### src/nbfm_ram.sv
`timescale 1ns / 1ps
module nbfm_ram #(
    parameter int Width = 8,
    parameter int Depth = 16
) (
    input  logic                     i_clk,
    input  logic                     i_we,
    input  logic [$clog2(Depth)-1:0] i_waddr,
    input  logic [Width-1:0]         i_wdata,
    input  logic [$clog2(Depth)-1:0] i_raddr,
    output logic [Width-1:0]         o_rdata
);
    logic [Width-1:0] r_mem [Depth];
    always_ff @(posedge i_clk) begin
        if (i_we) begin
            r_mem[i_waddr] <= i_wdata;
        end
        o_rdata <= r_mem[i_raddr];
    end
endmodule

### config.mk
export PLATFORM = sky130hd
export DESIGN_NAME = nbfm_ram
export DESIGN_NICKNAME = d
export VERILOG_FILES = /design/src/nbfm_ram.sv
export SDC_FILE = /design/constraint.sdc
export NUM_CORES = 1
export LEC_CHECK = 0
export BUFFER_PORTS_ARGS = -buffer_cell sky130_fd_sc_hd__buf_4
export CAP_MARGIN = 25
export CORE_ASPECT_RATIO = 0.6
export CORE_MARGIN = 3
export CORE_UTILIZATION = 40
export DETAILED_ROUTE_END_ITERATION = 8
export PLACE_DENSITY = 0.53
export SYNTH_ARGS = -nofsm -noshare
export SYNTH_HDL_FRONTEND = slang
export SYNTH_SLANG_ARGS = --single-unit
### constraint.sdc
create_clock -name i_clk -period 2.3 [get_ports i_clk]
set_clock_uncertainty 0.2 [all_clocks]
set_input_delay 0.46 -clock i_clk [delete_from_list [all_inputs] [get_ports i_clk]]
set_output_delay 0.46 -clock i_clk [all_outputs]
set_load 0.1 [all_outputs]
==> results.yml <==
drt:
  ant_nets: 0
  drt_pre_antenna_iters: 4
  wl_mm: 10.6
  route.detailed.wl_per_inst_um: 22.5
  via_per_inst: 5.23
  post-route-drc-count: 0
  vias: 2463
  first_iter_violations: 207
synth:
  seq_area_frac_synth: 0.778
  yosys_warnings: 0
  syn_avg_cell_area_um2: 22.5
  synth_top_cell_by_area: "edfxtp_1"
  yosys.area_share.simple: 0.0318
  netlist.area_leader.share: 0.747
  synth_compound_area_frac: 0.0233
  synthCells: 229
  synth_enable_flop_cells: 128
  synth_top_family_by_area: "multiplexers"
  synthXorXnorAreaFrac: 0
  mappedNetlistArea_um2: 5150
  synth_common_cells: "128 x edfxtp_1, 18 x mux4_2, 16 x a22oi_1, 14 x mux4_1, 13 x nor2_1"
  async_flop_share: 0
  synth.area.top_cells: "edfxtp_1 75%, mux4_2 7.9%, mux4_1 7.1%"
  synth_adder_area_share: 0
  ys_seq_elements: 136
  synthMuxAreaShare: 0.150
  synth.distinct_cells: 19
  yosysMostFrequentCell: "edfxtp_1"
  ys.flop_type: "edfxtp_1"
  synthesis.nets: 247
timing:
  fin_crit_ps: 1760
  worst_pin_slew_ps: 429
  fin_tns_setup_ps: 0
  hold_slack_ps: 168
  hold_viol_final: 0
  relSlewSlack: 0.714
  timing.final.crit_share: 0.767
  rsz0062_at_grt: "no"
  setup_viol: 0
  final-max-slew-violation-count: 0
  setup_ws_ps: 537
  fmax_mhz: 567
cts:
  clock_latency_ps: 400
  numCtsBuffers: 17
  h-tree-depth: 4
  cts_tree: "built"
  cts_max_path_buffers: 2
  clk_pin_slew_ps: 60
  postCtsResizedCells: 0
  clkSinkCount: 136
  holdBufCountCts: 0
  cts_setup_buffers: 0
  cts_root_buffer: "clkbuf_16"
floorplan:
  coreArea_um2: 12300
  rows: 31
  die_y_um: 93.9
  die_x_um: 152
  die_area_um2: 14300
  ios: 26
  initial_core_util: 0.419
layout:
  fill_cells: 964
  areaGrowthSynthToFinish_pct: 22.0
  fin_nets: 311
  ff_latch_area_um2: 4000
  diodes: 0
  drive_gt1_frac: 0.337
  multi_input_area_um2: 1060
global_routing:
  antenna_found_initial: 0
  grt_overflow: 0
  grtUsageTotal: 0.160
  grt_pass1_wl_mm: 16.2
  first_global_vias: 2580
  grt_max_degree: 19
place:
  place_ws_ps: 253
  place_hpwl_mm: 7.02
  port_buffers: 25
  place.gp.congestion: 0.711
critical_path:
  critPathCaptureType: "output pin"
  path_cells: "buf_4"
  r2r_setup_slack_ps: 790
  worstSetupPathType: "reg2out"
  slowest_stage: "dfxtp_1"
  critPathLaunchType: "register"
  cpLargestDelayFamily: "flip-flops"
  critPathLaunch: "o_rdata[6]$_DFF_P_"
  worstPathArrival_ps: 1100
  critPathMaxStageDelay_ps: 390
  crit-reg2reg-launch: "r_mem[1][5]$_DFFE_PP_"
  required_ps: 1640
  cp_num_buf_inv: 1
  r2r_end: "o_rdata[5]$_DFF_P_"
  cp_max_fo: 1
  r2r.worst_path.cells: 3
power:
  power_density_nw_per_um2: 924
  p_leak_nw: 2.15
  ir_drop_mv: 0.505
min_path:
  hold-path-cell-count: 1
  hold_start: "i_wdata[5]"
  hp-class: "in2reg"
  min_to: "r_mem[6][5]$_DFFE_PP_"
flow_run:
  drv_cap: 0
outcome:
  status: "completed"
## where the power goes
part	switching, W	internal, W
sequential	0.0000195	0.00277
combinational	0.000267	0.000137
clock	0.00101	0.00160
## sequential cells by signal, indices dropped and copies added (netlist names)
name,cells
r_mem,128
o_rdata,8
## worst max path at each step
stage / depth (start not counted) / slack [ps] / endpoint
2_1_floorplan: 2 / 150 / r_mem[0][0]$_DFFE_PP_
3_3_place_gp: 5 / 250 / o_rdata[5]$_DFF_P_
3_5_place_dp: 5 / 250 / o_rdata[5]$_DFF_P_
4_1_cts: 1 / 500 / o_rdata[6]
5_1_grt: 1 / 490 / o_rdata[6]
6_report: 1 / 540 / o_rdata[6]
## metal layers
layer | wire length, um | track usage | vias to the layer above | part of all wire
met2 | 4600 | 0.225 | 53 | 0.43
li1 | - | - | 1101 | -
met3 | 576 | 0.0479 | 2 | 0.054
met1 | 5380 | 0.248 | 1307 | 0.51
met5 | 0 | 0 | - | 0
met4 | 31 | 0.0334 | 0 | 0.0029
## layout make-up
| cell class | instances | area share |
|---|---|---|
| multi-input cells | 83 | 0.168 |
| clock buffers | 18 | 0.0683 |
| clock inverters | 14 | 0.0235 |
| well taps | 165 | 0.0329 |
| repair buffers | 55 | 0.0697 |
| flip-flops and latches | 136 | 0.637 |
## stage by stage
| stage | power [W] | utilization | instances | instance area (um^2) |
|---|---|---|---|---|
| 2_1_floorplan | 0.00310 | - | 229 | 5150 |
| 3_3_place_gp | 0.00325 | 0.464 | 439 | 5710 |
| 3_5_place_dp | 0.00325 | 0.464 | 439 | 5710 |
| 4_1_cts | 0.00587 | 0.511 | 471 | 6280 |
| 5_1_grt | 0.00603 | 0.511 | 471 | 6280 |
| 6_report | 0.00580 | 0.511 | 471 | 6280 |
## placed cells by master (no fill, tap or decap)
cell type / netlist / layout
buf_4: 1 / 53
nand3b_1: 2 / 2
nor2_1: 13 / 13
dfxtp_1: 8 / 8
edfxtp_1: 128 / 128
nand3_1: 1 / 1
a22oi_1: 16 / 16
clkinv_1: 0 / 2
bufinv_16: 0 / 2
buf_12: 0 / 2
nor2b_1: 1 / 1
clkinv_4: 0 / 2
clkinv_2: 0 / 1
and2b_1: 1 / 1
and2_1: 1 / 1
nand2_1: 9 / 9
clkbuf_1: 0 / 1
clkinvlp_4: 0 / 3
nand2b_1: 2 / 2
mux4_2: 18 / 18
inv_6: 0 / 4
nor3_1: 4 / 4
or3b_2: 1 / 1
clkbuf_16: 0 / 17
mux4_1: 14 / 14
## cell families after synthesis
group,Yosys count
compound gates,16
buf+inv,10
flops,136
mux,32
simple gates,35
No activity file was read; power rests on OpenSTA's default activity.
